**config.mk**
```make
export PLATFORM = sky130hd
export DESIGN_NAME = nnss_ctrl
export DESIGN_NICKNAME = d
export VERILOG_FILES = /design/src/rtl/nnss_pkg.sv /design/src/rtl/nnss_ctrl.sv
export SDC_FILE = /design/constraint.sdc
export NUM_CORES = 1
export LEC_CHECK = 0
export BUFFER_PORTS_ARGS = -buffer_cell sky130_fd_sc_hd__buf_4
export CAP_MARGIN = 40
export CORE_UTILIZATION = 40
export DETAILED_ROUTE_END_ITERATION = 10
export PLACE_DENSITY = 0.68
export SLEW_MARGIN = 20
export SYNTH_ARGS = -nofsm -noshare
export SYNTH_HDL_FRONTEND = slang
export SYNTH_SLANG_ARGS = --single-unit
```
**constraint.sdc**
```tcl
create_clock -name clk -period 2.05 [get_ports clk]
set_input_delay 0.41 -clock clk [delete_from_list [all_inputs] [get_ports clk]]
set_output_delay 0.41 -clock clk [all_outputs]
set_load 0.02 [all_outputs]
```
**src/rtl/nnss_pkg.sv**
```systemverilog
// ----------------------------------------------------------------------------
// nnss_pkg
// Shared types, codes and helpers for the nearest-neighbor scaler.
// ----------------------------------------------------------------------------
package nnss_pkg;

  localparam int DEF_MAX_DIM   = 128;
  localparam int DEF_MAX_SCALE = 8;

  localparam int COORD_W = 12;   // floor((lin+1)*scale) for lin+1 <= 255, scale <= 8.0
  localparam int FRAC_W  = 12;   // Q4.12 fraction bits
  localparam int ADDR_W  = 5;    // APB byte address
  localparam int DATA_W  = 32;

  localparam logic CMD_LOAD   = 1'b0;
  localparam logic CMD_RENDER = 1'b1;

  localparam logic [2:0] REG_MODE         = 3'd0;
  localparam logic [2:0] REG_SCALE_COLS   = 3'd1;
  localparam logic [2:0] REG_SCALE_ROWS   = 3'd2;
  localparam logic [2:0] REG_IMAGE_WIDTH  = 3'd3;
  localparam logic [2:0] REG_IMAGE_HEIGHT = 3'd4;

  localparam logic [2:0] TAP_CENTER = 3'd0;
  localparam logic [2:0] TAP_UL     = 3'd1;
  localparam logic [2:0] TAP_UR     = 3'd2;
  localparam logic [2:0] TAP_DL     = 3'd3;
  localparam logic [2:0] TAP_DR     = 3'd4;

  localparam logic [1:0] MUL_Y0 = 2'd0;
  localparam logic [1:0] MUL_Y1 = 2'd1;
  localparam logic [1:0] MUL_X0 = 2'd2;
  localparam logic [1:0] MUL_X1 = 2'd3;

  typedef struct packed {
    logic        mode;
    logic [15:0] scale_cols;
    logic [15:0] scale_rows;
    logic [7:0]  image_width;
    logic [7:0]  image_height;
  } cfg_t;

  typedef enum logic [2:0] {
    ST_IDLE,
    ST_MUL,
    ST_CHECK,
    ST_FETCH,
    ST_USE,
    ST_EMIT
  } state_t;

  typedef struct packed {
    logic       capture;
    logic       load_we;
    logic       mul_en;
    logic [1:0] mul_step;
    logic       rd_en;
    logic [2:0] tap;
    logic       use_en;
    logic       emit_init;
    logic       emit_en;
  } dp_cmd_t;

  typedef struct packed {
    logic       ok;
    logic [4:0] tap_en;
    logic       last;
  } dp_sts_t;

  // Channel-wise average of two RGB words, remainder dropped.
  function automatic logic [23:0] blend(input logic [23:0] a, input logic [23:0] b);
    logic [8:0] r;
    logic [8:0] g;
    logic [8:0] bl;
    r  = {1'b0, a[23:16]} + {1'b0, b[23:16]};
    g  = {1'b0, a[15:8]}  + {1'b0, b[15:8]};
    bl = {1'b0, a[7:0]}   + {1'b0, b[7:0]};
    return {r[8:1], g[8:1], bl[8:1]};
  endfunction

endpackage

```
**src/rtl/nnss_ctrl.sv**
```systemverilog
// ----------------------------------------------------------------------------
// nnss_ctrl
// Controller: sequences bounds multiply, frame store taps and pixel emission.
// ----------------------------------------------------------------------------
module nnss_ctrl (
  input  logic              clk,
  input  logic              rst,
  input  logic              start,
  input  logic              cmd,
  output logic              busy,
  output logic              valid,
  output nnss_pkg::dp_cmd_t ctl,
  input  nnss_pkg::dp_sts_t sts
);
  import nnss_pkg::*;

  state_t     state, state_next;
  logic [1:0] step, step_next;
  logic [2:0] tap, tap_next;
  logic       accept;

  assign accept = start & (state == ST_IDLE);

  always_ff @(posedge clk) begin
    if (rst) begin
      state <= ST_IDLE;
      step  <= '0;
      tap   <= '0;
    end else begin
      state <= state_next;
      step  <= step_next;
      tap   <= tap_next;
    end
  end

  always_comb begin
    state_next = state;
    step_next  = step;
    tap_next   = tap;
    case (state)
      ST_IDLE: begin
        if (accept && cmd == CMD_RENDER) begin
          state_next = ST_MUL;
          step_next  = MUL_Y0;
        end
      end
      ST_MUL: begin
        step_next = step + 2'd1;
        if (step == MUL_X1) begin
          state_next = ST_CHECK;
        end
      end
      ST_CHECK: begin
        tap_next   = TAP_CENTER;
        state_next = sts.ok ? ST_FETCH : ST_IDLE;
      end
      ST_FETCH: begin
        if (sts.tap_en[tap]) begin
          state_next = ST_USE;
        end else if (tap == TAP_DR) begin
          state_next = ST_EMIT;
        end else begin
          tap_next = tap + 3'd1;
        end
      end
      ST_USE: begin
        if (tap == TAP_DR) begin
          state_next = ST_EMIT;
        end else begin
          tap_next   = tap + 3'd1;
          state_next = ST_FETCH;
        end
      end
      ST_EMIT: begin
        if (sts.last) begin
          state_next = ST_IDLE;
        end
      end
      default: state_next = ST_IDLE;
    endcase
  end

  always_comb begin
    ctl           = '0;
    ctl.mul_step  = step;
    ctl.tap       = tap;
    ctl.capture   = accept && cmd == CMD_RENDER;
    ctl.load_we   = accept && cmd == CMD_LOAD;
    busy          = (state != ST_IDLE);
    valid         = 1'b0;
    case (state)
      ST_MUL:   ctl.mul_en    = 1'b1;
      ST_CHECK: ctl.emit_init = 1'b1;
      ST_FETCH: ctl.rd_en     = sts.tap_en[tap];
      ST_USE:   ctl.use_en    = 1'b1;
      ST_EMIT: begin
        ctl.emit_en = 1'b1;
        valid       = 1'b1;
      end
      default: ;
    endcase
  end

endmodule

```
# Word level (Yosys, flattened, before mapping)
# Cells that the tools add are included.
# word_totals
regBits,8
latchBits,0
ram_bits,0
mem_bits_ro,0
output_inout_bits,14
elab_cells,49
mem_count,0
# op_classes
add_sub_neg,2
multipliers,0
div,0
magnitude_cmp,1
eq_ne,12
shifts,0
n_mux,20
n_bitwise,2
reduce_logical,9
# op_table
cell,count
2-to-1 mux 3 bit,8
one-hot mux 3 bit (6 select lines),1
equality test 3 bit (second input constant),3
one-hot mux 3 bit (3 select lines),1
!= test 2 bit (second input constant),4
equality test 3 x 2 -> 1 bit (second input constant),2
2-to-1 mux 1 bit,6
nonzero test 3 bit,2
less-than comparator 3 x 4 -> 1 bit (second input constant),1
2-to-1 mux 2 bit,2
one-hot mux 2 bit (2 select lines),1
AND reduction 2 bit,2
AND reduction 4 bit,1
adder 3 x 1 -> 3 bit (second input constant),1
binary-select mux 1 bit (select 3 bit),1
equality test 3 x 1 -> 1 bit (second input constant),1
logical NOT 3 bit,1
!= test 3 bit (second input constant),1
adder 2 x 1 -> 2 bit (second input constant),1
equality test 2 bit (second input constant),1
logical AND 1 bit,2
nonzero test 2 bit,1
bitwise AND 1 bit,1
NOT 1 bit,1

# Longest topological paths before layout
# Gate-level depths: netlist of run 1.
# logic_depth
depth_word,5
mapped_depth,7

# Worst setup path before layout of run 1
# No wires, ideal clock.
# synth_timing
path_kind,reg-to-output
start,register state[0]
end,output port ctl[10] (netlist bit)
arrival_ns,1.444
setup_slack_ns,0.196
stages_incl_launch_ff,5
path_buffers,1
cell_sequence,dfxtp_1 buf_4 nor3_1 inv_1 nor3b_1
# synth_rtl
element,line,rtl
"start, declared",nnss_ctrl.sv:17,"state_t state, state_next;"
"start signal, assigned",nnss_ctrl.sv:30,state <= state_next;
"end, declared",nnss_ctrl.sv:12,"output nnss_pkg::dp_cmd_t ctl,"

==> results_dict.tcl, run 1 <==
set metrics [dict create \
    status "finished clean" \
    synth_warnings 0 \
    grt.overflow.total 0 \
    grtUsageTotal_pct 16.86 \
    drt_iter0_markers 6 \
    cts_max_level 1 \
    syn-num-nets 89 \
    wl_per_cell_um 11.64 \
    crit_required_ns 1.64 \
    r2r_cells 7 \
    rsz0062_at_grt "false" \
    synth_edf_count 0 \
    drv_slew 0 \
    cts.sinks 8 \
    rows 13 \
    r2r_slack_ns 0.43 \
    clock_skew_ns 0.01670 \
    synth_area_um2 629.4 \
    die_w_um 41.67 \
    finalPower_mw 0.4186 \
    holdPathStages 2 \
    slew_headroom_pct 77.31 \
    clockBufferDepth 2 \
    ys_ff_latch 8 \
    r2r_end "tap[0]$_SDFFE_PP0P_" \
    synth.area.top_cells "dfxtp_1 25%, a21oi_1 7.2%, mux2i_1 6.4%, ha_1 6.0%, nor2_1 5.4%" \
    ir_worst_vdd_v 0.0003805 \
    drc 0 \
    vias_per_cell 5.400 \
    tritoncts "yes" \
    post-cts-setup-buffer-count 0 \
    final_util_pct 61.18 \
    drtAntennaViolNets 0 \
    antenna_cells 0 \
    tns_ns 0 \
    dr.pass1.iters 4 \
    die_h_um 41.67 \
    clk_pin_slew_ns 0.07 \
    num_vias 621 \
    grt_max_degree 11 \
    p_per_area_nw_per_um2 494.9 \
    worstMarginPinSlew_ns 0.3391 \
    drive_above_1_share_pct 43.00 \
    gp_congestion 0.7799 \
    synthToLayoutAreaGrowth_pct 34.39 \
    cts_buffers 3 \
    port_buffers 24 \
    yosysSeqAreaShare_pct 25.45 \
    totalWireLength_um 1339 \
    grt_pass1_vias 521 \
    timing.max_cap.violations 0 \
    p_leak_nw 0.3532 \
    synth_top_area_share_pct 25.45 \
    core-area_um2 1383 \
    crit_type "reg -> out" \
    ctsHoldBuffers 0 \
    hold_viol_final 0 \
    yosys.area.top_type "dfxtp_1" \
    grt_use_met1_pct 19.52 \
    fp.dieArea_um2 1736 \
    fmax_mhz 534.5 \
    num_io_pins 25 \
    cp_max_fo 6 \
    post-route-period-util_pct 91.26 \
    dp.cells 112 \
    layout_setup_ws_ns 0.1792 \
    cts-root-buf "clkbuf_4" \
    finalNonFillerCells 115 \
    ys.flop_type "dfxtp_1" \
    use_met3_pct 7.826 \
    cp-end-kind "primary output" \
    final_area_um2 845.8 \
    grt_pass1_wl_um 2235 \
    cts-resized-gates 0 \
    hp-class "in -> reg" \
    grt_util_met2_pct 26.88 \
    arrival_ns 1.46 \
    synth_cell_types 28 \
    start_kind "register" \
    initial_core_util_pct 45.52 \
    setup_violations 0 \
    dp_hpwl_um 1061 \
    yosys-top-cells-count "9 x a21oi_1, 9 x nor2_1, 8 x dfxtp_1" \
    dpl_worst_slack_ns 0.3769 \
    avgSynthCellArea_um2 8.391 \
    whs_endpoint "state[2]$_SDFFE_PP0P_" \
    finalCriticalPeriod_ns 1.871 \
    syn_inst 75 \
    post_dp_cell_area_um2 813.3 \
    insertion_delay_ns 0.27 \
    holdWs_ns 0.3611 \
    top_usage_layer "met2" \
    min-delay-start "rst" \
    antenna_found_initial 0 \
    async_flop_share_pct 0 \
    nets 116 \
    rr_startpoint "tap[0]$_SDFFE_PP0P_" \
]
## worst max-delay path, stage by stage (launching register included)
cell and delay [ns]:
dfxtp_1 0.45, mux2i_1 0.25, o21ai_2 0.10, a21oi_2 0.19, nor2_1 0.06, buf_4 0.15
## cell families after synthesis
group,synth area share (%)
AO/OA/AOI/OAI,23.66
adder cells (fa/ha/maj),5.965
buffers and inverters,5.367
flip-flops,25.45
multiplexers,8.151
AND/OR/NAND/NOR,31.41
## where the power goes
group	internal (mW)	switching, mW	total, mW
registers	0.163	0.0126	0.176
logic	0.0548	0.0584	0.113
clock network	0.0674	0.0623	0.130
## flip-flops by register name, indices dropped and copies added, names as in the netlist
register / cells
state: 3
step: 2
tap: 3
## final cells by class
class | instances | area, um^2
clock buffer | 3 | 22.52
sequential | 8 | 161.4
timing repair buffer | 24 | 180.2
tap | 15 | 18.77
multi-input combinational | 60 | 444.2
fill | 137 | 536.8
inverter | 5 | 18.77
## layout by cell type (no fill, tap or decap), drive strengths merged
cell type / count
o221ai: 1
ha: 3
or3: 3
mux2i: 4
mux2: 1
clkbuf: 3
o22ai: 1
a21oi: 9
a21o: 2
nand3b: 2
o21ai: 3
nand2: 5
dfxtp: 8
nand3: 1
or2: 1
a221oi: 1
a211oi: 1
o21a: 2
nor2: 9
buf: 24
nor3b: 2
nor3: 5
nand2b: 2
nor2b: 2
inv: 5
## routing by layer
| layer | share of wire, % | up-vias |
|---|---|---|
| met1 | 45 | 284 |
| met5 | 0 | - |
| met3 | 4.6 | 4 |
| met2 | 48 | 14 |
| met4 | 2.2 | 0 |
| li1 | - | 319 |
## worst max path at each step
stage	from	end	slack (ns)	depth (start not counted)
floorplan	state[0]$_SDFFE_PP0P_	ctl[10]	0.20	4
global placement	tap[1]$_SDFFE_PP0P_	ctl[6]	0.38	5
detailed placement	tap[1]$_SDFFE_PP0P_	ctl[6]	0.38	5
CTS	tap[1]$_SDFFE_PP0P_	ctl[6]	0.09	5
global route	tap[0]$_SDFFE_PP0P_	ctl[6]	0.06	5
finish	tap[1]$_SDFFE_PP0P_	ctl[6]	0.18	5
(Power assumes the default switching activity.)
==> inputs of run 2 (changes only) <==
GPL_TIMING_DRIVEN = 0   (was default)
==> results_dict.tcl, run 2 (synthesized netlist as in run 1, its figures left out) <==
set metrics [dict create \
    status "finished clean" \
    cp_slowest_cell "dfxtp_1" \
    cp-end-kind "primary output" \
    nets 118 \
    core-area_um2 1383 \
    regArea_um2 160.2 \
    tritoncts "yes" \
    drv_slew 0 \
    crit_required_ns 1.64 \
    grt_max_degree 11 \
    pwr-share-comb_pct 29.1 \
    switchingPower_mw 0.1329 \
    wl_per_cell_um 11.79 \
    holdWs_ns 0.3689 \
    multi_input_area_um2 444.2 \
    arrival_ns 1.46 \
    slew_headroom_pct 78.53 \
    layout_common_cells "26 x buf_4, 9 x nor2_1, 8 x a21oi_1, 8 x dfxtp_1, 5 x inv_1" \
    clock_skew_ns 0.009788 \
    dp_hpwl_um 1087 \
    antenna_cells 0 \
    drc 0 \
    grt_pass1_wl_um 2470 \
    initial_core_util_pct 45.52 \
    cts_max_level 1 \
    worstMarginPinSlew_ns 0.3216 \
    rows 13 \
    tns_ns 0 \
    crit_type "reg -> out" \
    vias_per_cell 5.239 \
    post-cts-setup-buffer-count 0 \
    grt.overflow.total 0 \
    clockBufferDepth 2 \
    cp_max_fo 5 \
    fp.dieArea_um2 1736 \
    finalNonFillerCells 117 \
    rsz0062_at_grt "false" \
    fmax_mhz 533.6 \
    grtUsageTotal_pct 18.30 \
    insertion_delay_ns 0.26 \
    setup_violations 0 \
    finalCriticalPeriod_ns 1.874 \
    port_buffers 24 \
    start_kind "register" \
    ctsHoldBuffers 0 \
    cts_buffers 3 \
    drtAntennaViolNets 0 \
    clockPowerShare_pct 30.6 \
    crit_family "simple AND/OR/NAND/NOR gates" \
    dr.pass1.iters 4 \
    gp_congestion 0.7986 \
    internal_power_mw 0.2872 \
    cp_num_buf_inv 2 \
    final_common_cell "buf_4" \
    switching_share_pct 31.64 \
    hold_viol_final 0 \
    post-route-period-util_pct 91.42 \
    totalWireLength_um 1379 \
    die_h_um 41.67 \
    hp-class "in -> reg" \
    drt_iter0_markers 6 \
    dp.cells 114 \
    p_per_area_nw_per_um2 488.8 \
    p_leak_nw 0.3635 \
    num_io_pins 25 \
    top_regs "state x3, tap x3, step x2" \
    worst_path_largest_cell_delay_ns 0.40 \
    crit_chain "inv_1 -> nor3_2 -> a21oi_2 -> nor2_1 -> buf_4" \
    synthToLayoutAreaGrowth_pct 36.58 \
    cts.sinks 8 \
    p_seq_share_pct 40.3 \
    drive_above_1_share_pct 43.14 \
    ir_worst_vdd_v 0.0002684 \
    grt_pass1_vias 606 \
    die_w_um 41.67 \
    timing.max_cap.violations 0 \
    num_vias 613 \
    clk_pin_slew_ns 0.06 \
    fill_cells 139 \
    cts-root-buf "clkbuf_4" \
    antenna_found_initial 0 \
]
run 2: cell count changes in the layout (fill, tap and decap cells not counted):
| cell | delta |
|---|---|
| buf_4 | +2 |
| dfxtp_2 | -1 |
| dfxtp_1 | +1 |
run 2: metrics by stage:
stage               instance area (um^2)  total power, mW  setup slack [ns]  util (%)
floorplan                          629.4           0.2478            0.1963         -
global placement                   828.3           0.2917            0.3820     59.91
detailed placement                 828.3           0.2934            0.3926     59.91
CTS                                850.8           0.4242           0.09567     61.54
global route                       859.6           0.4481           0.06488     62.17
finish                             859.6           0.4201            0.1759     62.17
run 2: path summary, 6_finish.rpt:
| check | startpoint | endpoint | slack, ns | depth (start not counted) |
|---|---|---|---|---|
| worst max-delay path | tap[0]$_SDFFE_PP0P_ | ctl[6] | 0.18 | 5 |
| worst min-delay path | rst | state[2]$_SDFFE_PP0P_ | 0.37 | 2 |
| worst max register to register | tap[0]$_SDFFE_PP0P_ | tap[2]$_SDFFE_PP0P_ | 0.39 | 7 |
| worst min register to register | step[0]$_SDFFE_PP0P_ | step[0]$_SDFFE_PP0P_ | 0.55 | 2 |
run 2: repair_timing:
item	in CTS	in global routing
endpoints found under the setup margin	0	3
hold endpoints to repair	0	0
resized for setup	0	2
run 2: power groups by stage:
stage	registers, mW	logic, mW	clock network [mW]
5_1_grt	0.170	0.135	0.143
2_1_floorplan	0.177	0.0711	0
6_report	0.169	0.122	0.129
3_5_place_dp	0.173	0.121	0
4_1_cts	0.169	0.121	0.134
3_3_place_gp	0.172	0.119	0
run 2: metal layers:
| layer | track usage (%) | share of wire (%) | up-vias |
|---|---|---|---|
| met5 | 0 | 0 | - |
| met4 | 9.677 | 1.0 | 0 |
| met3 | 2.609 | 3.0 | 2 |
| met2 | 31.87 | 51 | 14 |
| met1 | 21.39 | 45 | 277 |
| li1 | - | - | 320 |
run 2: layout make-up:
class | count | share of cell area, %
sequential | 8 | 18.63
clock buffer | 3 | 2.620
buffer | 2 | 1.747
multi-input combinational | 60 | 51.67
tap | 15 | 2.183
inverter | 5 | 2.183
timing repair buffer | 24 | 20.96
==> inputs of run 3 (changes only) <==
CAP_MARGIN = 20   (was 40)
PLACE_DENSITY = 0.65   (was 0.68)
==> results_dict.tcl, run 3 (synthesized netlist as in run 1, its figures left out) <==
set metrics [dict create \
    cts-resized-gates 0 \
    cts_max_level 1 \
    rows 13 \
    arrival_ns 1.46 \
    nets 118 \
    vias_per_cell 5.402 \
    start_kind "register" \
    insertion_delay_ns 0.26 \
    final_common_cell "buf_4" \
    drv_slew 0 \
    clock_skew_ns 0.009565 \
    antenna_found_initial 0 \
    grtUsageTotal_pct 17.93 \
    drc 0 \
    fp.dieArea_um2 1736 \
    num_vias 632 \
    grt_pass1_wl_um 2421 \
    switching_share_pct 31.59 \
    core-area_um2 1383 \
    drive_above_1_share_pct 43.14 \
    r2r_slack_ns 0.41 \
    timing.max_cap.violations 0 \
    synthToLayoutAreaGrowth_pct 36.58 \
    tritoncts "yes" \
    p_leak_nw 0.3635 \
    dp_hpwl_um 1118 \
    crit_path_end "ctl[6]" \
    grt_max_degree 11 \
    post-route-period-util_pct 91.14 \
    multi_input_area_um2 444.2 \
    drt_iter0_markers 14 \
    rr_startpoint "tap[0]$_SDFFE_PP0P_" \
    crit_type "reg -> out" \
    slew_headroom_pct 76.87 \
    drtAntennaViolNets 0 \
    cp_max_fo 6 \
    fill_cells 137 \
    die_h_um 41.67 \
    ctsHoldBuffers 0 \
    cp-end-kind "primary output" \
    layout_common_cells "26 x buf_4, 9 x nor2_1, 8 x a21oi_1, 8 x dfxtp_1, 5 x inv_1" \
    cts-root-buf "clkbuf_4" \
    p_per_area_nw_per_um2 488.5 \
    clockPowerShare_pct 30.3 \
    die_w_um 41.67 \
    p_seq_share_pct 40.3 \
    post-cts-setup-buffer-count 0 \
    tns_ns 0 \
    crit_required_ns 1.64 \
    num_io_pins 25 \
    initial_core_util_pct 45.52 \
    hold_viol_final 0 \
    hp-class "in -> reg" \
    r2r_end "tap[0]$_SDFFE_PP0P_" \
    top_regs "state x3, tap x3, step x2" \
    totalWireLength_um 1421 \
    finalCriticalPeriod_ns 1.868 \
    status "finished clean" \
    rsz0062_at_grt "false" \
    post_dp_cell_area_um2 828.3 \
    fmax_mhz 535.2 \
    setup_violations 0 \
    cts.sinks 8 \
    clockBufferDepth 2 \
    internal_power_mw 0.2872 \
    clk_pin_slew_ns 0.06 \
    pwr-share-comb_pct 29.4 \
    r2r_cells 7 \
    grt.overflow.total 0 \
    final_area_um2 859.6 \
    grt_pass1_vias 558 \
    worstMarginPinSlew_ns 0.3456 \
    cts_buffers 3 \
    regArea_um2 160.2 \
    gp_congestion 0.7994 \
    dr.pass1.iters 3 \
    wl_per_cell_um 12.15 \
    port_buffers 24 \
    crit_start "tap[1]$_SDFFE_PP0P_" \
    switchingPower_mw 0.1326 \
    ir_worst_vdd_v 0.0003411 \
    antenna_cells 0 \
]
run 3: worst min-delay path by stage:
stage | end | cells after the start | start | slack, ns
4_1_cts | state[2]$_SDFFE_PP0P_ | 2 | rst | 0.37
6_report | state[2]$_SDFFE_PP0P_ | 2 | rst | 0.38
5_1_grt | step[1]$_SDFFE_PP0P_ | 2 | rst | 0.38
3_5_place_dp | step[0]$_SDFFE_PP0P_ | 2 | step[0]$_SDFFE_PP0P_ | 0.55
2_1_floorplan | state[2]$_SDFFE_PP0P_ | 1 | rst | 0.48
3_3_place_gp | step[0]$_SDFFE_PP0P_ | 2 | step[0]$_SDFFE_PP0P_ | 0.54
run 3: routing by layer:
layer,track usage [%],wire length (um),vias up
met5,0,0,-
met4,3.871,14,0
met3,7.826,74,2
met2,28.75,707,13
met1,22.13,623,297
li1,-,-,320
run 3: power by group through the flow:
| stage | sequential, mW | clock (mW) | combinational (mW) |
|---|---|---|---|
| 3_5_place_dp | 0.173 | 0 | 0.122 |
| 5_1_grt | 0.170 | 0.139 | 0.134 |
| 3_3_place_gp | 0.172 | 0 | 0.120 |
| 6_report | 0.169 | 0.127 | 0.124 |
| 2_1_floorplan | 0.177 | 0 | 0.0711 |
| 4_1_cts | 0.169 | 0.132 | 0.122 |
run 3: metrics by stage:
| stage | total power, mW | worst slack [ns] | std cells | hold slack [ns] | util, % |
|---|---|---|---|---|---|
| floorplan | 0.2478 | 0.1963 | 75 | 0.4791 | - |
| global placement | 0.2925 | 0.3768 | 114 | 0.5377 | 59.91 |
| detailed placement | 0.2945 | 0.3768 | 114 | 0.5460 | 59.91 |
| CTS | 0.4240 | 0.08306 | 117 | 0.3739 | 61.54 |
| global route | 0.4438 | 0.07238 | 117 | 0.3818 | 62.17 |
| finish | 0.4199 | 0.1817 | 117 | 0.3798 | 62.17 |
run 3: worst max-delay path: stages (launching register included):
cell and delay [ns]:
dfxtp_1 0.44, mux2i_1 0.25, o21ai_2 0.11, a21oi_2 0.20, nor2_1 0.06, buf_4 0.15
run 3: cell type report:
type                            instances  share of cell area, %
Multi-Input combinational cell         60                  51.67
Buffer                                  2                  1.747
Clock buffer                            3                  2.620
Inverter                                5                  2.183
Sequential cell                         8                  18.63
Tap cell                               15                  2.183
Timing Repair Buffer                   24                  20.96
