### config.mk
export PLATFORM = sky130hd
export DESIGN_NAME = nnss_cfg
export DESIGN_NICKNAME = d
export VERILOG_FILES = /design/src/rtl/nnss_pkg.sv /design/src/rtl/nnss_cfg.sv
export SDC_FILE = /design/constraint.sdc
export NUM_CORES = 1
export LEC_CHECK = 0
export ABC_AREA = 1
export BUFFER_PORTS_ARGS = -buffer_cell sky130_fd_sc_hd__buf_2
export CORE_MARGIN = 2
export CORE_UTILIZATION = 46
export DETAILED_ROUTE_END_ITERATION = 8
export GPL_TIMING_DRIVEN = 0
export PLACE_DENSITY = 0.82
export SETUP_SLACK_MARGIN = 0.15
export SLEW_MARGIN = 20
export SYNTH_ARGS = -nofsm -noshare
export SYNTH_HDL_FRONTEND = slang
export SYNTH_SLANG_ARGS = --single-unit
### constraint.sdc
create_clock -name clk -period 1.5 [get_ports clk]
set_clock_uncertainty 0.1 [all_clocks]
set_input_delay 0.15 -clock clk [delete_from_list [all_inputs] [get_ports clk]]
set_output_delay 0.15 -clock clk [all_outputs]
set_load 0.02 [all_outputs]
### src/rtl/nnss_pkg.sv
// ----------------------------------------------------------------------------
// nnss_pkg
// Shared types, codes and helpers for the nearest-neighbor scaler.
// ----------------------------------------------------------------------------
package nnss_pkg;

  localparam int DEF_MAX_DIM   = 128;
  localparam int DEF_MAX_SCALE = 8;

  localparam int COORD_W = 12;   // floor((lin+1)*scale) for lin+1 <= 255, scale <= 8.0
  localparam int FRAC_W  = 12;   // Q4.12 fraction bits
  localparam int ADDR_W  = 5;    // APB byte address
  localparam int DATA_W  = 32;

  localparam logic CMD_LOAD   = 1'b0;
  localparam logic CMD_RENDER = 1'b1;

  localparam logic [2:0] REG_MODE         = 3'd0;
  localparam logic [2:0] REG_SCALE_COLS   = 3'd1;
  localparam logic [2:0] REG_SCALE_ROWS   = 3'd2;
  localparam logic [2:0] REG_IMAGE_WIDTH  = 3'd3;
  localparam logic [2:0] REG_IMAGE_HEIGHT = 3'd4;

  localparam logic [2:0] TAP_CENTER = 3'd0;
  localparam logic [2:0] TAP_UL     = 3'd1;
  localparam logic [2:0] TAP_UR     = 3'd2;
  localparam logic [2:0] TAP_DL     = 3'd3;
  localparam logic [2:0] TAP_DR     = 3'd4;

  localparam logic [1:0] MUL_Y0 = 2'd0;
  localparam logic [1:0] MUL_Y1 = 2'd1;
  localparam logic [1:0] MUL_X0 = 2'd2;
  localparam logic [1:0] MUL_X1 = 2'd3;

  typedef struct packed {
    logic        mode;
    logic [15:0] scale_cols;
    logic [15:0] scale_rows;
    logic [7:0]  image_width;
    logic [7:0]  image_height;
  } cfg_t;

  typedef enum logic [2:0] {
    ST_IDLE,
    ST_MUL,
    ST_CHECK,
    ST_FETCH,
    ST_USE,
    ST_EMIT
  } state_t;

  typedef struct packed {
    logic       capture;
    logic       load_we;
    logic       mul_en;
    logic [1:0] mul_step;
    logic       rd_en;
    logic [2:0] tap;
    logic       use_en;
    logic       emit_init;
    logic       emit_en;
  } dp_cmd_t;

  typedef struct packed {
    logic       ok;
    logic [4:0] tap_en;
    logic       last;
  } dp_sts_t;

  // Channel-wise average of two RGB words, remainder dropped.
  function automatic logic [23:0] blend(input logic [23:0] a, input logic [23:0] b);
    logic [8:0] r;
    logic [8:0] g;
    logic [8:0] bl;
    r  = {1'b0, a[23:16]} + {1'b0, b[23:16]};
    g  = {1'b0, a[15:8]}  + {1'b0, b[15:8]};
    bl = {1'b0, a[7:0]}   + {1'b0, b[7:0]};
    return {r[8:1], g[8:1], bl[8:1]};
  endfunction

endpackage

### src/rtl/nnss_cfg.sv
// ----------------------------------------------------------------------------
// nnss_cfg
// APB register file holding mode, scale factors and image dimensions.
// ----------------------------------------------------------------------------
module nnss_cfg (
  input  logic                        clk,
  input  logic                        rst,
  input  logic                        psel,
  input  logic                        penable,
  input  logic                        pwrite,
  input  logic [nnss_pkg::ADDR_W-1:0] paddr,
  input  logic [nnss_pkg::DATA_W-1:0] pwdata,
  output logic [nnss_pkg::DATA_W-1:0] prdata,
  output logic                        pready,
  output nnss_pkg::cfg_t              cfg
);
  import nnss_pkg::*;

  logic [2:0] reg_idx;
  logic       wr;

  assign pready  = 1'b1;
  assign reg_idx = paddr[4:2];
  assign wr      = psel & penable & pwrite & pready;

  always_ff @(posedge clk) begin
    if (rst) begin
      cfg.mode         <= 1'b0;
      cfg.scale_cols   <= 16'd4096;
      cfg.scale_rows   <= 16'd4096;
      cfg.image_width  <= 8'd128;
      cfg.image_height <= 8'd128;
    end else if (wr) begin
      case (reg_idx)
        REG_MODE:         cfg.mode         <= pwdata[0];
        REG_SCALE_COLS:   cfg.scale_cols   <= pwdata[15:0];
        REG_SCALE_ROWS:   cfg.scale_rows   <= pwdata[15:0];
        REG_IMAGE_WIDTH:  cfg.image_width  <= pwdata[7:0];
        REG_IMAGE_HEIGHT: cfg.image_height <= pwdata[7:0];
        default: ;
      endcase
    end
  end

  always_comb begin
    case (reg_idx)
      REG_MODE:         prdata = {31'd0, cfg.mode};
      REG_SCALE_COLS:   prdata = {16'd0, cfg.scale_cols};
      REG_SCALE_ROWS:   prdata = {16'd0, cfg.scale_rows};
      REG_IMAGE_WIDTH:  prdata = {24'd0, cfg.image_width};
      REG_IMAGE_HEIGHT: prdata = {24'd0, cfg.image_height};
      default:          prdata = '0;
    endcase
  end

endmodule

# Word level (Yosys, flattened, before mapping)
# Index checks and enable logic that the tools add are counted.
# word_totals
register_bits,49
in_bits,42
output_inout_bits,82
wordCells,18
# classes
eq_ne,4
n_mux,1
n_bitwise,2
n_reduce_logical,6
# op_table
op,n
16-bit one-hot mux with 5 select lines,1
2-bit AND reduction,5
"3-bit by 2-bit == test with 1-bit output, second input constant",2
"3-bit by 1-bit == test with 1-bit output, second input constant",1
"3-bit == test, second input constant",1
3-bit zero test,1
1-bit AND,2

# Logic depth before layout (Yosys ltp)
# Gate-level depths: netlist of run 1.
# logic_depth
word_depth,3
ltp_mapped,9
ltp_nobuf,7

# Worst setup path before layout of run 1
# Ideal clock, no wire load.
# synth_timing
kind,input to output
startpoint,input paddr[2] in the netlist's numbering
endpoint,output prdata[1] in the netlist's numbering
t_arrival_ps,1046
required_time_ps,1250
slack_ps,204
cell_stages,9
path_buffers,2
cell_sequence,buf_2 -> inv_1 -> nand2_1 -> nor2_2 -> buf_2 -> nand2_1 -> nand2_1 -> inv_1 -> nand2_1
# synth_via
elab_chain_cells,2
word_cells_on_any_way,6
classes_between,4 x eq/ne; 1 x mux; 1 x reduce/logical
# synth_rtl
element,line,rtl
from (decl),nnss_cfg.sv:11,"input logic [nnss_pkg::ADDR_W-1:0] paddr,"
3-bit == test (tied with other cells),nnss_cfg.sv:46,case (reg_idx)
16-bit one-hot mux with 5 select lines *,nnss_cfg.sv:46,
to (decl),nnss_cfg.sv:13,"output logic [nnss_pkg::DATA_W-1:0] prdata,"
# Every way passes the cells marked *; elsewhere a longest branch is shown, timed or not.

# Worst setup path in the final report of run 1
# layout_timing
startpoint,register cfg[33] in the netlist's numbering
endpoint,output prdata[1] in the netlist's numbering
# layout_via
elab_chain_cells,1
# layout_rtl
element,line,rtl
from (decl),nnss_cfg.sv:15,output nnss_pkg::cfg_t cfg
16-bit one-hot mux with 5 select lines,nnss_cfg.sv:46,
# Every way passes these cells.

==> results of run 1 <==
## critical path, cell delays in order, from the launching register on
cell and delay [ns]:
dfxtp_1 0.40, nand2_1 0.07, nand2_1 0.05, inv_1 0.05, nand2_1 0.07, buf_6 0.11
## power by group through the flow
stage               clock network [mW]  logic, mW  registers, mW
floorplan                            0      0.228           1.38
global placement                     0      0.346           1.36
detailed placement                   0      0.351           1.36
CTS                              0.992      0.394           1.33
global route                      1.04      0.455           1.33
finish                           0.990      0.419           1.33
## synth_stat cells
library cell    n
nor2_2          4
clkbuf_1        2
dfxtp_1        49
nand3_2         1
buf_4          22
nand3_1        47
nor2_1         95
o21ai_0         4
buf_1           3
nor2_4          1
inv_1          34
nand4_1         1
conb_1          2
inv_2           1
nand2_1       138
a21oi_1         1
buf_2          10
## timing repair
action | in CTS | in global routing
hold buffers | 1 | 0
pin swaps | 3 | 13
setup endpoints to repair | 16 | 16
resized for setup | 34 | 36
setup buffers | 8 | 1
cloned | 1 | 0
hold endpoints to repair | 2 | 0
## how the worst max path moves through the flow
stage	start	endpoint	slack (ns)	depth (start not counted)
3_5_place_dp	paddr[3]	prdata[11]	-0.12	8
3_3_place_gp	paddr[4]	prdata[7]	-0.1	10
4_1_cts	paddr[2]	prdata[3]	0.14	10
2_1_floorplan	paddr[2]	prdata[1]	0.20	9
5_1_grt	paddr[4]	prdata[4]	0.13	10
6_report	cfg[33]	prdata[1]	0.19	5
## area by class of cell
type / instances / share of cell area [%]
buffer: 37 / 7.83
clock buffer: 7 / 2.46
clock inverter: 1 / 0.854
inverter: 35 / 4.02
multi-input combinational: 309 / 37.1
sequential: 49 / 28.1
tap: 72 / 2.56
timing repair buffer: 98 / 17.0
## kinds of logic (layout without fill, tap and decap cells)
logic type      after synthesis  after routing  share of synthesized area, %
other cells                   2             17                         0.296
flops                        49             49                          38.6
buf+inv                      72            178                          14.4
compound gates                5              5                         0.985
simple gates                287            287                          45.7
## per-stage QoR
step | area (um2) | total power [mW] | cells | utilization [%]
after global placement | 3120 | 1.70 | 589 | 57.8
final | 3520 | 2.74 | 608 | 65.0
after detailed placement | 3120 | 1.71 | 589 | 57.8
after CTS | 3410 | 2.71 | 607 | 63.1
after floorplan | 2600 | 1.61 | 430 | -
after global routing | 3520 | 2.83 | 608 | 65.0
## routing by layer
layer  track usage (%)  part of all wire (%)
met1              31.1                    41
met2              42.2                    49
met3              3.56                   7.6
met4              11.9                   2.4
met5                 0                     0
==> out/results.txt, run 1 <==
status - completed
synth top area cells - dfxtp_1 39%, nand2_1 20%, nor2_1 14%, nand3_1 9.3%, buf_4 6.5%
Seq/Total Area, Yosys - 38.6%
fin crit period - 1.31 ns
CP endpoint kind - output pin
global-route wire length before repair - 12.2 mm
CP Launch Type - flip-flop
Critical Path AT - 1.06 ns
Least-Margin Pin Slew - 0.517 ns
RR Endpoint - cfg[8]
post-synthesis average cell area - 6.12 um2
combinational power share - 15.3%
Final nets - 577
Most flops, register - cfg
Synth cell types - 17
HPWL Detailed - 5.23 mm
Routed WL per cell - 12.4 um
Lkg Pwr - 1.91 nW
initial antenna violation count - 0
crit-path max FO - 3
core area - 0.00541 mm2
commonest non-fill, non-tap cell in the layout - nand2_1
CTS sink count - 49
hold depth - 3
top-area cell type share of the netlist area - 38.6%
maximum VDD drop - 336 uV
synth warn - 0
vias per cell - 4.81
Max-cap violations - 0
vias in the first global route - 2674
Die Y - 78.3 um
final setup fails - 0
Die Span X - 78.3 um
Boundary Pins - 124
CTS tree - yes
hold_sp - pwdata[7]
setup TNS - 0 ns
P_sw - 718 uW
ant diodes - 0
setup ws final - 0.188 ns
Final ANT Viol Nets - 0
Initial Util - 47.0%
Syn Inst Count - 415
CP required - 1.25 ns
r2r startpoint - cfg[8]
Sequential Power Share - 48.6%
die area - 0.00613 mm2
CTS max path bufs - 2
commonest non-fill, non-tap cells in the layout - 131 x nand2_1, 93 x nor2_1, 82 x buf_2
Clock Tree Root - clkbuf_8
CTS HTree Levels - 2
fmax - 0.762 GHz
area of the multi-input gates - 0.00130 mm2
Endpoint, Worst Hold - cfg[15]
drt drc - 0
Filler cells - 526
GRT Util Overall - 24.9%
Slew Limit Fails - 0
share of post-route cells with drive strength above 1 - 31.2%
clk_lat worst skew - 0.30 ns
Setup Crit Path Kind - reg -> out
R2R setup slack - 0.71 ns
DRT Wirelength - 7.54 mm
Placer Congestion - 0.887
RSZ-0062 raised after global routing - true
max FFs per register - 49
R2R cell count - 3
largest net degree at the start of global routing - 15
first-pass iteration count of the detailed router - 5
Max-slew headroom - 65.6%
fin crit share - 87.5%
row count - 27
cell taking the most area after synthesis - dfxtp_1
synthesized area - 0.00254 mm2
Num CTS Buffers - 5
Sw Ratio - 26.2%
Hold Vio Cnt, Final - 0
flops & latches, synth - 49
Layout Area Growth over Synthesis - 38.4%
WHS - 0.0486 ns
power share of the clock group - 36.1%
HP Class - in -> reg
IO buf count - 87
Reg area - 990 um2
dpl ws - -0.118 ns
via count - 2923
Cell Pwr Density - 779 mW/mm2
total grt overflow - 0
Int Pwr - 2.02 mW
detailed router's first-iteration violation count - 230
Clock Pin Slew Worst Setup and Hold Paths - 0.08 ns
top flop regs - cfg x49
Power figures use the tool's default switching activity.
==> run 2: changes to the inputs <==
--- a/config.mk
+++ b/config.mk
@@ -7,13 +7,16 @@
 export LEC_CHECK = 0
 export ABC_AREA = 1
 export BUFFER_PORTS_ARGS = -buffer_cell sky130_fd_sc_hd__buf_2
+export CELL_PAD_IN_SITES_DETAIL_PLACEMENT = 1
+export CELL_PAD_IN_SITES_GLOBAL_PLACEMENT = 2
 export CORE_MARGIN = 2
-export CORE_UTILIZATION = 46
+export CORE_UTILIZATION = 22
 export DETAILED_ROUTE_END_ITERATION = 8
+export GPL_ROUTABILITY_DRIVEN = 0
 export GPL_TIMING_DRIVEN = 0
-export PLACE_DENSITY = 0.82
+export PLACE_DENSITY = 0.81
 export SETUP_SLACK_MARGIN = 0.15
-export SLEW_MARGIN = 20
+export SLEW_MARGIN = 10
 export SYNTH_ARGS = -nofsm -noshare
 export SYNTH_HDL_FRONTEND = slang
 export SYNTH_SLANG_ARGS = --single-unit
==> run 2 against run 1 <==
Compared with the run above: sequential share of layout area fell by 1.4 points; critical path depth did not move; highest routed layer unchanged; combinational power rose by 1%; worst setup slack got worse by 0.012 ns; non-clock buffer count rose by 2; first-iteration DRC count fell by 60%; register-to-register slack got worse by 0.03 ns; die area rose by 100%; global-route usage fell by 10 points; total power rose by 18%; final cell count rose by 12%.
==> out/results.txt, run 2 (synthesis gave the netlist of run 1 again) <==
fin util - 32.6%
die area - 0.0124 mm2
crit-path max FO - 3
Lkg Pwr - 1.95 nW
CP Launch Type - flip-flop
fmax - 0.755 GHz
Num CTS Buffers - 5
total grt overflow - 0
Sequential Power Share - 41.1%
Max-slew headroom - 62.4%
Die Span X - 111 um
Sw Ratio - 24.8%
Setup Crit Path Kind - reg -> out
first-pass iteration count of the detailed router - 4
Routed WL per cell - 13.5 um
ant diodes - 0
fin crit period - 1.32 ns
vias in the first global route - 2790
commonest non-fill, non-tap cell in the layout - nand2_1
Least-Margin Pin Slew - 0.565 ns
CTS HTree Levels - 2
commonest non-fill, non-tap cells in the layout - 127 x nand2_1, 92 x nor2_1, 82 x buf_2
Critical Path AT - 1.07 ns
CTS sink count - 49
CP required - 1.25 ns
Int Pwr - 2.44 mW
largest net degree at the start of global routing - 17
global-route wire length before repair - 14.4 mm
Max-cap violations - 0
post-route insts no fill - 681
power share of the clock group - 45.8%
clk_lat worst skew - 0.29 ns
max FFs per register - 49
vias per cell - 4.17
WHS - 0.0389 ns
Initial Util - 22.4%
RSZ-0062 raised after global routing - true
CTS tree - yes
maximum VDD drop - 618 uV
Clock Pin Slew Worst Setup and Hold Paths - 0.07 ns
initial antenna violation count - 0
GRT Util Overall - 14.6%
final setup fails - 0
Hold Vio Cnt, Final - 0
CP endpoint kind - output pin
via count - 2841
drt drc - 0
fin crit share - 88.3%
CTS max path bufs - 2
IO buf count - 87
dpl cells - 660
Slew Limit Fails - 0
Die Y - 111 um
HPWL Detailed - 6.91 mm
detailed router's first-iteration violation count - 91
top flop regs - cfg x49
core area - 0.0113 mm2
combinational power share - 13.1%
HP Class - in -> reg
Boundary Pins - 124
Clock Tree Root - clkbuf_16
Most flops, register - cfg
Final ANT Viol Nets - 0
status - completed
Layout Area Growth over Synthesis - 45.1%
row count - 39
Final nets - 579
Cell Pwr Density - 879 mW/mm2
share of post-route cells with drive strength above 1 - 32.3%
Filler cells - 1472
DRT Wirelength - 9.20 mm
P_sw - 802 uW
run 2: cell types whose count changed in the layout (fill, tap and decap cells not counted), sizes merged:
cell    previous run  this run
bufinv             1         2
clkbuf             9         7
inv               35        36
buf              132       134
run 2: path summary, 6_finish.rpt:
check,from,to,slack (ns),cells past startpoint
min reg2reg,cfg[2],cfg[2],0.40,2
max reg2reg,cfg[48],cfg[48],0.68,3
min,pwdata[7],cfg[15],0.04,3
max,cfg[8],prdata[0],0.18,5
run 2: power groups by stage:
stage / Combinational, mW / Clock, mW / Sequential, mW
floorplan: 0.228 / 0 / 1.38
global placement: 0.364 / 0 / 1.36
detailed placement: 0.370 / 0 / 1.36
CTS: 0.410 / 1.51 / 1.33
global route: 0.466 / 1.55 / 1.33
finish: 0.425 / 1.48 / 1.33
run 2: area by class of cell:
class	instances	area, um2	area share, %
sequential	49	986	26.7
buffer	37	272	7.37
clock inverter	3	68.8	1.87
multi-input combinational	309	1320	35.7
timing repair buffer	100	598	16.2
inverter	35	141	3.84
clock buffer	5	125	3.39
tap	143	179	4.85
run 2: layer usage:
metal	wire length, um	vias up	GRT usage (%)
li1	-	1463	-
met1	4250	1298	18.8
met2	4460	71	25.5
met3	387	9	2.78
met4	102	0	3.29
met5	0	-	0
run 2: worst max-delay path, stage by stage, from the launching register on:
cell     delay [ns]
dfxtp_2        0.34
nand4_1        0.08
nand2_1        0.07
nor2_2         0.09
nand2_1        0.07
buf_6          0.13
run 2: metrics by stage:
stage / power [mW] / TNS [ns] / worst slack (ns) / area, um2
after floorplan: 1.61 / 0 / 0.204 / 2600
after global placement: 1.72 / -2.51 / -0.202 / 3210
after detailed placement: 1.73 / -3.14 / -0.272 / 3210
after CTS: 3.26 / 0 / 0.142 / 3580
after global routing: 3.35 / 0 / 0.109 / 3690
final: 3.24 / 0 / 0.176 / 3690
run 2: what timing repair did:
action / in CTS / in global routing
hold buffers: 1 / 0
cloned: 0 / 0
buffers inserted: 10 / 2
hold endpoints to repair: 2 / 0
resized for setup: 36 / 32
endpoints found under the setup margin: 16 / 17
pin swaps: 3 / 9
==> run 3: changes to the inputs <==
--- a/config.mk
+++ b/config.mk
@@ -9,6 +9,7 @@
 export BUFFER_PORTS_ARGS = -buffer_cell sky130_fd_sc_hd__buf_2
 export CELL_PAD_IN_SITES_DETAIL_PLACEMENT = 1
 export CELL_PAD_IN_SITES_GLOBAL_PLACEMENT = 2
+export CORE_ASPECT_RATIO = 0.7
 export CORE_MARGIN = 2
 export CORE_UTILIZATION = 22
 export DETAILED_ROUTE_END_ITERATION = 8
==> constraint.sdc (replaced) <==
create_clock -name clk -period 1.5 [get_ports clk]
set_clock_uncertainty 0.1 [all_clocks]
set_input_delay 0.075 -clock clk [delete_from_list [all_inputs] [get_ports clk]]
set_output_delay 0.075 -clock clk [all_outputs]
set_load 0.02 [all_outputs]
==> run 3 against run 2 <==
Compared with the run above: first-iteration DRC count fell by 2.2%; worst setup slack improved by 0.060 ns; sequential share of layout area rose by 0.94 points; critical path type is now in -> out; clock-buffer cell count rose by 1.
==> out/results.txt, run 3 (synthesis gave the netlist of run 1 again) <==
status - completed
CP endpoint kind - output pin
share of post-route cells with drive strength above 1 - 27.9%
Initial Util - 22.8%
drt drc - 0
Die Y - 93.9 um
Setup Crit Path Kind - in -> out
Lkg Pwr - 1.90 nW
Most flops, register - cfg
GRT Util Overall - 15.5%
CP required - 1.32 ns
Cell Area, Placed - 0.00322 mm2
CP peak stage delay - 0.19 ns
wire length on met1 - 4.71 mm
clk_lat worst skew - 0.28 ns
Slew Limit Fails - 0
IO buf count - 87
Met2 Wirelength - 4.29 mm
post-route cell area - 0.00355 mm2
met3 wire len - 463 um
vias per cell - 4.17
Top Layer Used - met4
dpl ws - -0.0591 ns
Max-slew headroom - 60.5%
DRT Wirelength - 9.51 mm
HP Class - in -> reg
Routed WL per cell - 13.8 um
CTS max path bufs - 2
P_sw - 765 uW
Final ANT Viol Nets - 0
max FFs per register - 49
Sw Ratio - 26.5%
CTS tree - yes
crit-path max FO - 10
dpl cells - 670
Hold Vio Cnt, Final - 0
CTS sink count - 49
vias in the first global route - 2919
top flop regs - cfg x49
CTS HTree Levels - 2
fin crit share - 84.3%
fin util - 31.9%
cell-by-cell trace of the critical path - clkbuf_4 -> inv_1 -> nand2_2 -> nor2_4 -> buf_4 -> nand2_1 -> nand2_1 -> inv_1 -> nand2_1 -> buf_4
core area - 0.0111 mm2
detailed router's first-iteration violation count - 89
setup ws final - 0.235 ns
HPWL Detailed - 7.44 mm
WHS - 0.0267 ns
total grt overflow - 0
row count - 32
Boundary Pins - 124
post-route insts no fill - 688
Filler cells - 1510
Critical Path AT - 1.09 ns
final setup fails - 0
maximum VDD drop - 392 uV
via count - 2872
initial antenna violation count - 0
Critical Path Slowest Stage Cell - buf_4
Die Span X - 132 um
Layout Area Growth over Synthesis - 39.6%
global-route wire length before repair - 15.1 mm
RSZ-0062 raised after global routing - false
ant diodes - 0
die area - 0.0124 mm2
largest net degree at the start of global routing - 15
Clock Pin Slew Worst Setup and Hold Paths - 0.07 ns
combinational power share - 14.3%
fin crit period - 1.26 ns
commonest non-fill, non-tap cell in the layout - nand2_1
first-pass iteration count of the detailed router - 4
Least-Margin Pin Slew - 0.592 ns
Clock Tree Root - clkbuf_16
Final nets - 577
Int Pwr - 2.12 mW
CP Launch Type - primary input
fmax - 0.791 GHz
Cell Pwr Density - 814 mW/mm2
Sequential Power Share - 46.1%
power share of the clock group - 39.6%
Num CTS Buffers - 5
CP most frequent cell - nand2_1
commonest non-fill, non-tap cells in the layout - 136 x nand2_1, 93 x nor2_1, 85 x buf_2
Max-cap violations - 0
## run 3: changes by cell type in the layout (fill, tap and decap cells not counted), sizes merged
cell / before / now
clkbuf: 7 / 9
clkinvlp: 0 / 1
dlygate4sd3: 1 / 2
inv: 36 / 35
buf: 134 / 130
bufinv: 2 / 0
## run 3: timing repair
item | in CTS | in global routing
setup endpoints to repair | 15 | 16
setup buffers | 1 | 8
resized for setup | 10 | 24
pin swaps | 1 | 2
hold endpoints to repair | 4 | 0
hold buffers | 2 | 0
## run 3: final timing paths
check	cells past startpoint	endpoint	start	slack (ns)
worst max-delay path	10	prdata[6]	paddr[2]	0.24
worst max register to register	2	cfg[44]	cfg[44]	0.77
worst min-delay path	5	cfg[30]	pwdata[14]	0.03
worst min register to register	2	cfg[25]	cfg[25]	0.40
## run 3: critical path: cells and delay by family
family	cells	cell delay, ns
buffers and inverters	5	0.64
AND/OR/NAND/NOR	5	0.39
## run 3: cell type report
type	instances	area, um2	area share (%)
Buffer	37	258	7.27
Clock buffer	6	139	3.92
Clock inverter	1	7.51	0.212
Inverter	35	134	3.77
Multi-Input combinational cell	309	1270	35.8
Sequential cell	49	982	27.7
Tap cell	153	191	5.40
Timing Repair Buffer	98	564	15.9
## run 3: per-stage QoR
stage / setup TNS, ns / power (mW)
5_1_grt: 0 / 3.01
6_report: 0 / 2.89
2_1_floorplan: 0 / 1.61
3_3_place_gp: -0.0813 / 1.73
3_5_place_dp: -0.354 / 1.73
4_1_cts: 0 / 2.89
## run 3: power groups by stage
stage / combinational, mW / clock, mW / sequential, mW
2_1_floorplan: 0.228 / 0 / 1.38
3_3_place_gp: 0.365 / 0 / 1.36
3_5_place_dp: 0.370 / 0 / 1.36
4_1_cts: 0.385 / 1.17 / 1.33
5_1_grt: 0.456 / 1.22 / 1.33
6_report: 0.411 / 1.14 / 1.33
## run 3: routing by layer
layer	global-route usage, %	vias to the layer above
li1	-	1458
met1	21.4	1340
met2	25.4	67
met3	3.29	7
met4	2.15	0
met5	0	-
